[config.mk]
export PLATFORM = sky130hd
export DESIGN_NAME = hex_record_parser_core
export DESIGN_NICKNAME = d
export VERILOG_FILES = /design/src/design/hex_rp_pkg.sv /design/src/design/hex_record_parser_core.sv /design/src/design/hex_rp_parse.sv /design/src/design/hex_rp_outq.sv
export SDC_FILE = /design/constraint.sdc
export NUM_CORES = 1
export LEC_CHECK = 0
export ABC_AREA = 1
export BUFFER_PORTS_ARGS = -buffer_cell sky130_fd_sc_hd__buf_2
export CORE_MARGIN = 5
export CORE_UTILIZATION = 50
export DETAILED_ROUTE_END_ITERATION = 16
export PLACE_DENSITY = 0.75
export SYNTH_ARGS = -nofsm -noshare
export SYNTH_HDL_FRONTEND = slang
export SYNTH_SLANG_ARGS = --single-unit
[constraint.sdc]
create_clock -name clock -period 9.5 [get_ports clock]
set_input_delay 1.425 -clock clock [delete_from_list [all_inputs] [get_ports clock]]
set_output_delay 1.425 -clock clock [all_outputs]
set_load 0.01 [all_outputs]
[src/design/hex_rp_pkg.sv]
`timescale 1ns / 1ps

package hex_rp_pkg;

   localparam logic       KIND_WRITE     = 1'b0;
   localparam logic       KIND_SUM       = 1'b1;
   localparam logic [15:0] BASE_RESET    = 16'h0800;
   localparam logic [9:0] POS_COUNT      = 10'd2;
   localparam logic [9:0] POS_ADDR_HIGH  = 10'd4;
   localparam logic [9:0] POS_ADDR_LOW   = 10'd6;
   localparam logic [9:0] POS_FIRST_DATA = 10'd10;

   typedef struct packed {
      logic [7:0] character;
      logic       record_start;
   } req_type;

   typedef struct packed {
      logic        result_kind;
      logic [31:0] flash_address;
      logic [15:0] halfword;
      logic [7:0]  sum_computed;
      logic [7:0]  sum_received;
      logic        sum_match;
   } rsp_type;

   // Upper-case hex digits only; every other character reads as zero.
   function automatic logic [3:0] hex_value(input logic [7:0] c);
      logic [7:0] v;
      v = 8'd0;
      if (c >= 8'h30 && c <= 8'h39) begin
         v = c - 8'h30;
      end else if (c >= 8'h41 && c <= 8'h46) begin
         v = c - 8'd55;
      end
      return v[3:0];
   endfunction

endpackage

[src/design/hex_record_parser_core.sv]
`timescale 1ns / 1ps

// Channel   Ports                              Moves
// input     req_valid, req_ready, req_data     one record character per item
// result    rsp_valid, rsp_ready, rsp_data     halfword write or checksum report
// config    csr_wr_en, csr_wr_data             flash base upper 16 bits
//
// One input item is taken per cycle while req_ready is high; its result, if any,
// is registered into the output queue and reaches the result channel in turn.
// A two-entry output queue holds results, so input keeps flowing while one
// result waits; req_ready drops only when both entries are full.
// Synchronous reset closes any open record and sets the base to 0x0800.

module hex_record_parser_core import hex_rp_pkg::*; (
   input  logic        clock,
   input  logic        reset,
   input  logic        req_valid,
   output logic        req_ready,
   input  req_type     req_data,
   output logic        rsp_valid,
   input  logic        rsp_ready,
   output rsp_type     rsp_data,
   input  logic        csr_wr_en,
   input  logic [15:0] csr_wr_data
);

   logic [15:0] base_ff;
   logic        push;
   rsp_type     push_data;
   logic        has_room;

   always_ff @(posedge clock) begin
      if (reset) begin
         base_ff <= BASE_RESET;
      end else if (csr_wr_en) begin
         base_ff <= csr_wr_data;
      end
   end

   assign req_ready = has_room;

   hex_rp_parse u_parse (
      .clock      (clock),
      .reset      (reset),
      .in_accept  (req_valid && has_room),
      .in_data    (req_data),
      .base_upper (base_ff),
      .push       (push),
      .push_data  (push_data)
   );

   hex_rp_outq u_outq (
      .clock     (clock),
      .reset     (reset),
      .push      (push),
      .push_data (push_data),
      .has_room  (has_room),
      .out_valid (rsp_valid),
      .out_ready (rsp_ready),
      .out_data  (rsp_data)
   );

endmodule

[src/design/hex_rp_parse.sv]
`timescale 1ns / 1ps

module hex_rp_parse import hex_rp_pkg::*; (
   input  logic        clock,
   input  logic        reset,
   input  logic        in_accept,
   input  req_type     in_data,
   input  logic [15:0] base_upper,
   output logic        push,
   output rsp_type     push_data
);

   logic [9:0]  pos_ff, pos_in;
   logic [7:0]  count_ff, count_in;
   logic [15:0] offset_ff, offset_in;
   logic [3:0]  nibble_ff, nibble_in;
   logic [7:0]  low_ff, low_in;
   logic [7:0]  sum_ff, sum_in;
   logic        done_ff, done_in;

   logic [9:0]  pos_next;
   logic [9:0]  data_pos;
   logic [8:0]  k;
   logic [3:0]  nib;
   logic [7:0]  byte_val;
   logic [7:0]  computed;
   logic        has_result;
   rsp_type     result;

   always_comb begin
      pos_next = pos_ff + 10'd1;
      data_pos = pos_next - POS_FIRST_DATA;
      k        = data_pos[9:1];
      nib      = hex_value(in_data.character);
      byte_val = {nibble_ff, nib};
      computed = (~sum_ff) + 8'd1;

      pos_in     = pos_ff;
      count_in   = count_ff;
      offset_in  = offset_ff;
      nibble_in  = nibble_ff;
      low_in     = low_ff;
      sum_in     = sum_ff;
      done_in    = done_ff;
      has_result = 1'b0;
      result     = '0;

      priority if (in_data.record_start) begin
         pos_in    = '0;
         count_in  = '0;
         offset_in = '0;
         nibble_in = '0;
         low_in    = '0;
         sum_in    = '0;
         done_in   = 1'b0;
      end else if (!done_ff) begin
         pos_in = pos_next;
         priority if (pos_next[0]) begin
            nibble_in = nib;
         end else if (pos_next == POS_COUNT) begin
            count_in = byte_val;
            sum_in   = sum_ff + byte_val;
         end else if (pos_next == POS_ADDR_HIGH) begin
            offset_in = {byte_val, offset_ff[7:0]};
            sum_in    = sum_ff + byte_val;
         end else if (pos_next == POS_ADDR_LOW) begin
            offset_in = {offset_ff[15:8], byte_val};
            sum_in    = sum_ff + byte_val;
         end else if (pos_next >= POS_FIRST_DATA) begin
            if (k >= {1'b0, count_ff}) begin
               // Checksum byte closes the record.
               done_in             = 1'b1;
               has_result          = 1'b1;
               result.result_kind  = KIND_SUM;
               result.sum_computed = computed;
               result.sum_received = byte_val;
               result.sum_match    = (computed == byte_val);
            end else begin
               sum_in = sum_ff + byte_val;
               if (!k[0]) begin
                  low_in = byte_val;
               end else begin
                  has_result           = 1'b1;
                  result.result_kind   = KIND_WRITE;
                  result.flash_address = {base_upper, offset_ff}
                                       + {23'd0, k[8:1], 1'b0};
                  result.halfword      = {byte_val, low_ff};
               end
            end
         end else begin
            // Record type byte.
            sum_in = sum_ff + byte_val;
         end
      end
   end

   always_ff @(posedge clock) begin
      if (reset) begin
         pos_ff    <= '0;
         count_ff  <= '0;
         offset_ff <= '0;
         nibble_ff <= '0;
         low_ff    <= '0;
         sum_ff    <= '0;
         done_ff   <= 1'b1;
      end else if (in_accept) begin
         pos_ff    <= pos_in;
         count_ff  <= count_in;
         offset_ff <= offset_in;
         nibble_ff <= nibble_in;
         low_ff    <= low_in;
         sum_ff    <= sum_in;
         done_ff   <= done_in;
      end
   end

   assign push      = in_accept && has_result;
   assign push_data = result;

   a_start_opens: assert property (@(posedge clock) disable iff (reset)
      in_accept && in_data.record_start |=> !done_ff && pos_ff == '0)
      else $error("start item did not open a record");

   a_sum_closes: assert property (@(posedge clock) disable iff (reset)
      push && push_data.result_kind == KIND_SUM |=> done_ff)
      else $error("checksum report left the record open");

   a_idle_silent: assert property (@(posedge clock) disable iff (reset)
      done_ff && !in_data.record_start |-> !push)
      else $error("result produced outside a record");

endmodule

[src/design/hex_rp_outq.sv]
`timescale 1ns / 1ps

module hex_rp_outq import hex_rp_pkg::*; (
   input  logic    clock,
   input  logic    reset,
   input  logic    push,
   input  rsp_type push_data,
   output logic    has_room,
   output logic    out_valid,
   input  logic    out_ready,
   output rsp_type out_data
);

   rsp_type    slot_ff [2];
   logic       wr_ptr_ff, wr_ptr_in;
   logic       rd_ptr_ff, rd_ptr_in;
   logic [1:0] count_ff, count_in;
   logic       pop;

   assign has_room  = (count_ff != 2'd2);
   assign out_valid = (count_ff != 2'd0);
   assign out_data  = slot_ff[rd_ptr_ff];
   assign pop       = out_valid && out_ready;

   always_comb begin
      wr_ptr_in = push ? !wr_ptr_ff : wr_ptr_ff;
      rd_ptr_in = pop ? !rd_ptr_ff : rd_ptr_ff;
      count_in  = count_ff + {1'b0, push} - {1'b0, pop};
   end

   always_ff @(posedge clock) begin
      if (reset) begin
         wr_ptr_ff <= 1'b0;
         rd_ptr_ff <= 1'b0;
         count_ff  <= 2'd0;
      end else begin
         wr_ptr_ff <= wr_ptr_in;
         rd_ptr_ff <= rd_ptr_in;
         count_ff  <= count_in;
      end
   end

   always_ff @(posedge clock) begin
      if (push) begin
         slot_ff[wr_ptr_ff] <= push_data;
      end
   end

   a_count_range: assert property (@(posedge clock) disable iff (reset)
      count_ff != 2'd3)
      else $error("output queue count out of range");

   a_no_overflow: assert property (@(posedge clock) disable iff (reset)
      count_ff == 2'd2 |-> !push)
      else $error("push into a full output queue");

   a_drain: assert property (@(posedge clock) disable iff (reset)
      pop && !push |=> count_ff == $past(count_ff) - 2'd1)
      else $error("output queue lost track of a pop");

endmodule

# After elaboration in Yosys (flattened, before gate mapping)
# Memories as Yosys holds them, arrays and structs flattened. A register that Yosys moved wholly into a read port is not among the register bits.
# Index checks and enable logic that the tools add are counted.
[op_classes] addsub=9 order_cmp=6 n_eq_ne=13 n_mux=66 n_bitwise=1 n_reduce_logical=20
[ops] cell="66-bit two-way mux" n=7
[ops] cell="8-bit two-way mux" n=22
[ops] cell="48-bit two-way mux" n=2
[ops] cell="16-bit two-way mux" n=5
[ops] cell="32-bit by 9-bit adder with 32-bit output" n=1
[ops] cell="1-bit two-way mux" n=22
[ops] cell="10-bit by 3-bit equality test with 1-bit output (second input constant)" n=2
[ops] cell="10-bit two-way mux" n=2
[ops] cell="4-bit two-way mux" n=5
[ops] cell="17-bit two-way mux" n=1
[ops] cell="2-bit != test (second input constant)" n=8
[ops] cell="2-bit nonzero test" n=6
[ops] cell="10-bit by 1-bit adder with 10-bit output (second input constant)" n=1
[ops] cell="10-bit by 2-bit equality test with 1-bit output (second input constant)" n=1
[ops] cell="10-bit by 4-bit greater-or-equal comparator with 1-bit output (second input constant)" n=1
[ops] cell="10-bit by 4-bit subtractor with 10-bit output (second input constant)" n=1
[ops] cell="9-bit by 8-bit greater-or-equal comparator with 1-bit output" n=1
[ops] cell="9-bit AND reduction" n=1
[ops] cell="8-bit by 1-bit adder with 8-bit output (second input constant)" n=1
[ops] cell="8-bit adder" n=1
[ops] cell="8-bit equality test" n=1
[ops] cell="8-bit by 6-bit greater-or-equal comparator with 1-bit output (second input constant)" n=1
[ops] cell="8-bit by 7-bit greater-or-equal comparator with 1-bit output (second input constant)" n=1
[ops] cell="8-bit by 6-bit <= comparator with 1-bit output (second input constant)" n=1
[ops] cell="14 further kinds" n=20
[word_totals] reg_bits=75 ramBits=132 in_bits=30 out_inout_bits=68 wordCells=128 n_memories=1
[mem_list] name="u_outq.slot_ff" words=2 word_bits=66 read_ports=1 rd_clocked_by_memory_dff=1 write_ports=1 line="hex_rp_outq.sv:14" source="rsp_type slot_ff [2];"

# Logic depth before layout (Yosys ltp)
[depth] depth_word=14 ltp_mapped=28 mapped_depth_nobuf=28

# Modules after synthesis
# Synthesis repeated with hierarchy kept, for this count alone.
[unflattened] cells_unflattened=1146 hier_area_um2=10867.9
[modules_own_cells] module="hex_rp_outq" n_inst=1 cells_per_inst=241 area_per_inst_um2=5162.5 seq_area_each_um2=4063.9
[modules_own_cells] module="hex_rp_parse" n_inst=1 cells_per_inst=803 area_per_inst_um2=5029.8 seq_area_each_um2=1101.1
[modules_own_cells] module="hex_record_parser_core" n_inst=1 cells_per_inst=102 area_per_inst_um2=675.6 seq_area_each_um2=320.3

# Worst setup path before layout
# No wires, ideal clock.
[synth_path] path_type="register to register" start="register u_parse.pos_ff[0]" end="memory u_outq.slot_ff[0][0] (netlist name) (enable)" setup_time_ns=0.490 arrival_time_ns=5.364 t_required_ns=9.010 setup_slack_ns=3.646 path_stages_with_launch=23 path_buffers=0 synth_period_minus_slack_ns=5.854 cell_sequence="dfxtp_1 -> ha_1 -> xnor2_1 -> ha_1 -> inv_1 -> nand3_1 -> nand2_2 -> xor2_1 -> ha_1 -> nand2_1 -> nor2_1 -> nand2_1 -> nand3_1 -> nand2_1 -> nand2_1 -> nand2_1 -> nand2_1 -> nor2_1 -> nand2_2 -> inv_1 -> nand2_1 -> nand2_1 -> nor2_1"
[synth_between] elab_chain_cells=14 word_cells_on_any_way=19 classes_between="2 x add/sub; 2 x order compare; 3 x eq/ne; 11 x mux; 1 x reduce/logical"
[synth_lines] element="start, declared" line="hex_rp_parse.sv:13" source="logic [9:0] pos_ff, pos_in;"
[synth_lines] element="start signal, assigned" line="hex_rp_parse.sv:107" source="pos_ff <= pos_in;"
[synth_lines] element="10-bit by 1-bit adder with 10-bit output *" line="hex_rp_parse.sv:31" source="pos_next = pos_ff + 10'd1;"
[synth_lines] element="10-bit by 4-bit subtractor with 10-bit output" line="hex_rp_parse.sv:32" source="data_pos = pos_next - POS_FIRST_DATA;"
[synth_lines] element="9-bit by 8-bit greater-or-equal comparator with 1-bit output / 1-bit two-way mux (equally long branches)" line="hex_rp_parse.sv:70, hex_rp_parse.sv:80"
[synth_lines] element="1-bit two-way mux" line="hex_rp_parse.sv:70" source="if (k >= {1'b0, count_ff}) begin"
[synth_lines] element="1-bit two-way mux" line="hex_rp_parse.sv:69" source="end else if (pos_next >= POS_FIRST_DATA) begin"
[synth_lines] element="1-bit two-way mux" line="hex_rp_parse.sv:66" source="end else if (pos_next == POS_ADDR_LOW) begin"
[synth_lines] element="1-bit two-way mux" line="hex_rp_parse.sv:63" source="end else if (pos_next == POS_ADDR_HIGH) begin"
[synth_lines] element="1-bit two-way mux" line="hex_rp_parse.sv:60" source="end else if (pos_next == POS_COUNT) begin"
[synth_lines] element="1-bit two-way mux *" line="hex_rp_parse.sv:58" source="priority if (pos_next[0]) begin"
[synth_lines] element="1-bit two-way mux *" line="hex_rp_parse.sv:56" source="end else if (!done_ff) begin"
[synth_lines] element="1-bit two-way mux *" line="hex_rp_parse.sv:48" source="priority if (in_data.record_start) begin"
[synth_lines] element="1-bit logical AND *" line="hex_rp_parse.sv:117" source="assign push = in_accept && has_result;"
[synth_lines] element="1-bit two-way mux *" line="hex_rp_outq.sv:44" source="if (push) begin"
[synth_lines] element="1-bit two-way mux (implied by the code) *" line="hex_rp_outq.sv:45" source="slot_ff[wr_ptr_ff] <= push_data;"
[synth_lines] element="end, declared" line="hex_rp_outq.sv:14"
# Every way passes the cells marked *; elsewhere a longest branch is shown, timed or not.

# Worst setup path in the final report
[layout_path] start="register u_parse.pos_ff[0]" end="memory u_outq.slot_ff[0][35] (netlist name) (enable)"
# The elaborated chain is that of the path after synthesis.

==> results.md <==
* Vias at 7801
* PortBufs at 97
* Fin area at 0.0119 mm2
* Initial antenna violation count at 0
* Peak supply drop at 98.9 uV
* Worst hold-check path type: flop to flop
* Critical path arrival at 4.82 ns
* Resized cells post-CTS at 0
* Kind of critical path: flop to flop
* Max-slew violations at 0
* 1st-pass router iterations at 6
* Mapped Area at 0.0105 mm2
* Max-cap violations at 0
* Fill cells at 1793
* Post-synthesis cell type count at 40
* Post-DP Area at 0.0112 mm2
* Critical Path RT at 9.62 ns
* DR iter-0 viols at 690
* Worst-path fanout max at 40
* Hold_buf cts at 0
* Run status: completed
* Die Wd at 155 um
* Starting Density at 50.4%
* Synthesized flop and latch total at 208
* Min Hold Slack at 0.466 ns
* Final Core Density at 57.0%
* Setup-failing EPs final at 0
* CORE AREA at 0.0208 mm2
* CP endpoint kind: flop
* CTS Buf Count at 21
* Syn_nets at 1184
* Rows at 53
* N_diodes at 0
* Yosys warning count at 0
* Num ports at 98
* Mapped Cells at 1118
* Depth of the worst register-to-register path at 23
* Internal reg-to-reg setup slack at 4.81 ns
* Cell Pwr Density at 158 mW/mm2
* Largest net degree at the start of global routing at 67
* RR Startpoint: u_parse.pos_ff[0]
* Mean Syn Cell Area at 9.39 um2
* Final nets at 1276
* Clock latency on the worst-skew pair at 0.50 ns
* CTS tree: done
* Final Skew at 0.0203 ns
* Total Routing Usage GR at 18.3%
* Startpoint Class: flop
* Vias in the first global route at 7351
* P_leak at 4.86 nW
* Tmin final at 4.69 ns
* Final hold violations at 0
* DRC errors left at 0
* Post-synthesis sequential area ratio at 52.3%
* # clock sinks at 208
* Worst slew pin tran at 0.902 ns
* Die footprint at 0.0240 mm2
* Worst reg2reg path endpoint: u_outq.slot_ff[0][35]
* Hold depth at 1
* Dpl cells at 1462
* Vias per cell at 5.20
* Gr ovfl total at 0
* Post-Layout Cell Count at 1499
* Ratio of cells with drive above 1 in the final layout at 20.0%
* CP endpoint: u_outq.slot_ff[0][35]
* Synth Flop Type: edfxtp_1
* RSZ-0062 raised after global routing: no
* Crit path launch: u_parse.pos_ff[0]
* First-pass GRT wire length at 36300 um
* Area Overhead vs Synth at 13.0%
* Worst-path clk slew at 0.06 ns
* Setup bufs post-CTS at 0
* H-tree depth at 1
* Detailed placer's ending HPWL at 15700 um
* Post-synth EDFFs at 132
* Die height at 155 um
* FFs w/ async S/R, synth at 0%
* Maximum clock path buffer count at 3
* Clk root buf: clkbuf_16
* Drt wl/cell at 14.9 um
* Worst rel slew slack at 39.7%
* Tcrit/Tclk final at 49.4%
* Drt total wl at 22400 um
* Sum Neg Setup Slack at 0 ns
* Maximum clock rate at 213 MHz
* RePlAce Congestion at 0.898
* DRT antenna net count at 0
stage by stage:
step	power [W]	worst slack [ns]
final	0.00187	4.81
after CTS	0.00188	4.79
after global placement	0.00111	4.96
after floorplan	0.00108	3.65
after global routing	0.00194	4.37
after detailed placement	0.00111	4.80
how the worst min path moves through the flow:
stage	from	endpoint	slack, ns
final	u_outq.rd_ptr_ff	flop	0.47
after global routing	u_outq.rd_ptr_ff	flop	0.49
after CTS	u_outq.rd_ptr_ff	flop	0.46
after detailed placement	u_outq.rd_ptr_ff	flop	0.45
after global placement	u_outq.rd_ptr_ff	flop	0.43
after floorplan	u_outq.rd_ptr_ff	flop	0.43
routing by layer:
layer  GRT usage [%]  part of all wire, %
met1            24.2                   44
met2            31.8                   49
met3            2.56                  5.0
met4            4.71                  2.1
met5               0                    0
Yosys cell counts, drive strengths merged (2+ instances only):
cell type / number / area share (%)
nand2: 213 / 8.0
nand3: 51 / 2.7
ha: 34 / 4.1
a211oi: 2 / 0.14
xnor2: 13 / 1.1
buf: 11 / 0.77
xor2: 19 / 1.6
o21ai: 56 / 2.7
dfxtp: 76 / 14
nor4: 2 / 0.12
nor2: 179 / 7.6
inv: 108 / 3.9
nand3b: 11 / 0.79
a21oi: 87 / 4.1
mux2: 66 / 7.1
clkbuf: 23 / 0.82
nand4: 9 / 0.66
nor3: 17 / 0.81
fa: 2 / 0.38
edfxtp: 132 / 38
layout by cell type, fill, tap and decap left out, types with 11 or more instances in the layout:
cell       Yosys  routed
nand2_1      201     201
nand3b_1      11      11
nor2_1       161     160
a21oi_1       87      87
ha_1          34      34
o21ai_0       53      53
xor2_1        19      19
xnor2_1       13      13
dfxtp_1       76      75
nand2_2       11      11
inv_1        102     101
nand3_1       47      47
mux2_2        66      66
clkbuf_16      0      21
nor2_4        14      15
buf_2          7      97
edfxtp_1     132     132
nor3_1        17      17
flip-flops by register name, indices dropped and copies added, names as in the netlist, named ones only:
signal and cells:
base_ff 16, u_outq.count_ff 2, u_outq.rd_ptr_ff 1, u_outq.slot_ff 132, u_outq.wr_ptr_ff 1, u_parse.count_ff 8, u_parse.done_ff 1, u_parse.low_ff 8
u_parse.nibble_ff 4, u_parse.offset_ff 16, u_parse.pos_ff 10, u_parse.sum_ff 8
final cells by class:
class / count / area, um2 / area share [%]
clock buffers: 25 / 541 / 4.56
clock inverters: 12 / 109 / 0.918
inverters: 108 / 405 / 3.42
multi-input cells: 768 / 4450 / 37.5
flip-flops and latches: 208 / 5490 / 46.3
well taps: 275 / 344 / 2.90
repair buffers: 103 / 531 / 4.47
power by group:
part,internal (W),switching (W)
Sequential,0.000962,0.0000112
Combinational,0.0000438,0.0000803
Clock,0.000438,0.000338
logic make-up after synthesis:
logic type                 count (synthesis)  synth area share (%)
AOI/OAI and AO/OA                        149                  7.24
xor gates and xnor gates                  32                  2.67
adders and majority gates                 36                  4.43
buffers and inverters                    142                  5.46
DFF                                      208                  52.3
muxes                                     66                  7.08
and+or+nand+nor                          485                  20.9
worst max-delay path, cell delays in order (launching register included):
cell	delay (ns)
dfxtp_1	0.52
ha_1	0.29
xnor2_1	0.21
ha_1	0.23
inv_1	0.04
nand3_1	0.13
nand2_2	0.09
xor2_1	0.18
ha_1	0.32
nand2_1	0.08
nor2_1	0.13
nand2_1	0.07
nand3_1	0.06
nand2_1	0.05
nand2_1	0.05
nand2_1	0.04
nand2_1	0.05
nor2_1	0.07
nand2_2	0.12
inv_1	0.05
nand2_1	0.09
nand2_1	0.12
nor2_4	0.70
buf_4	0.59
Power figures use the tool's default switching activity.
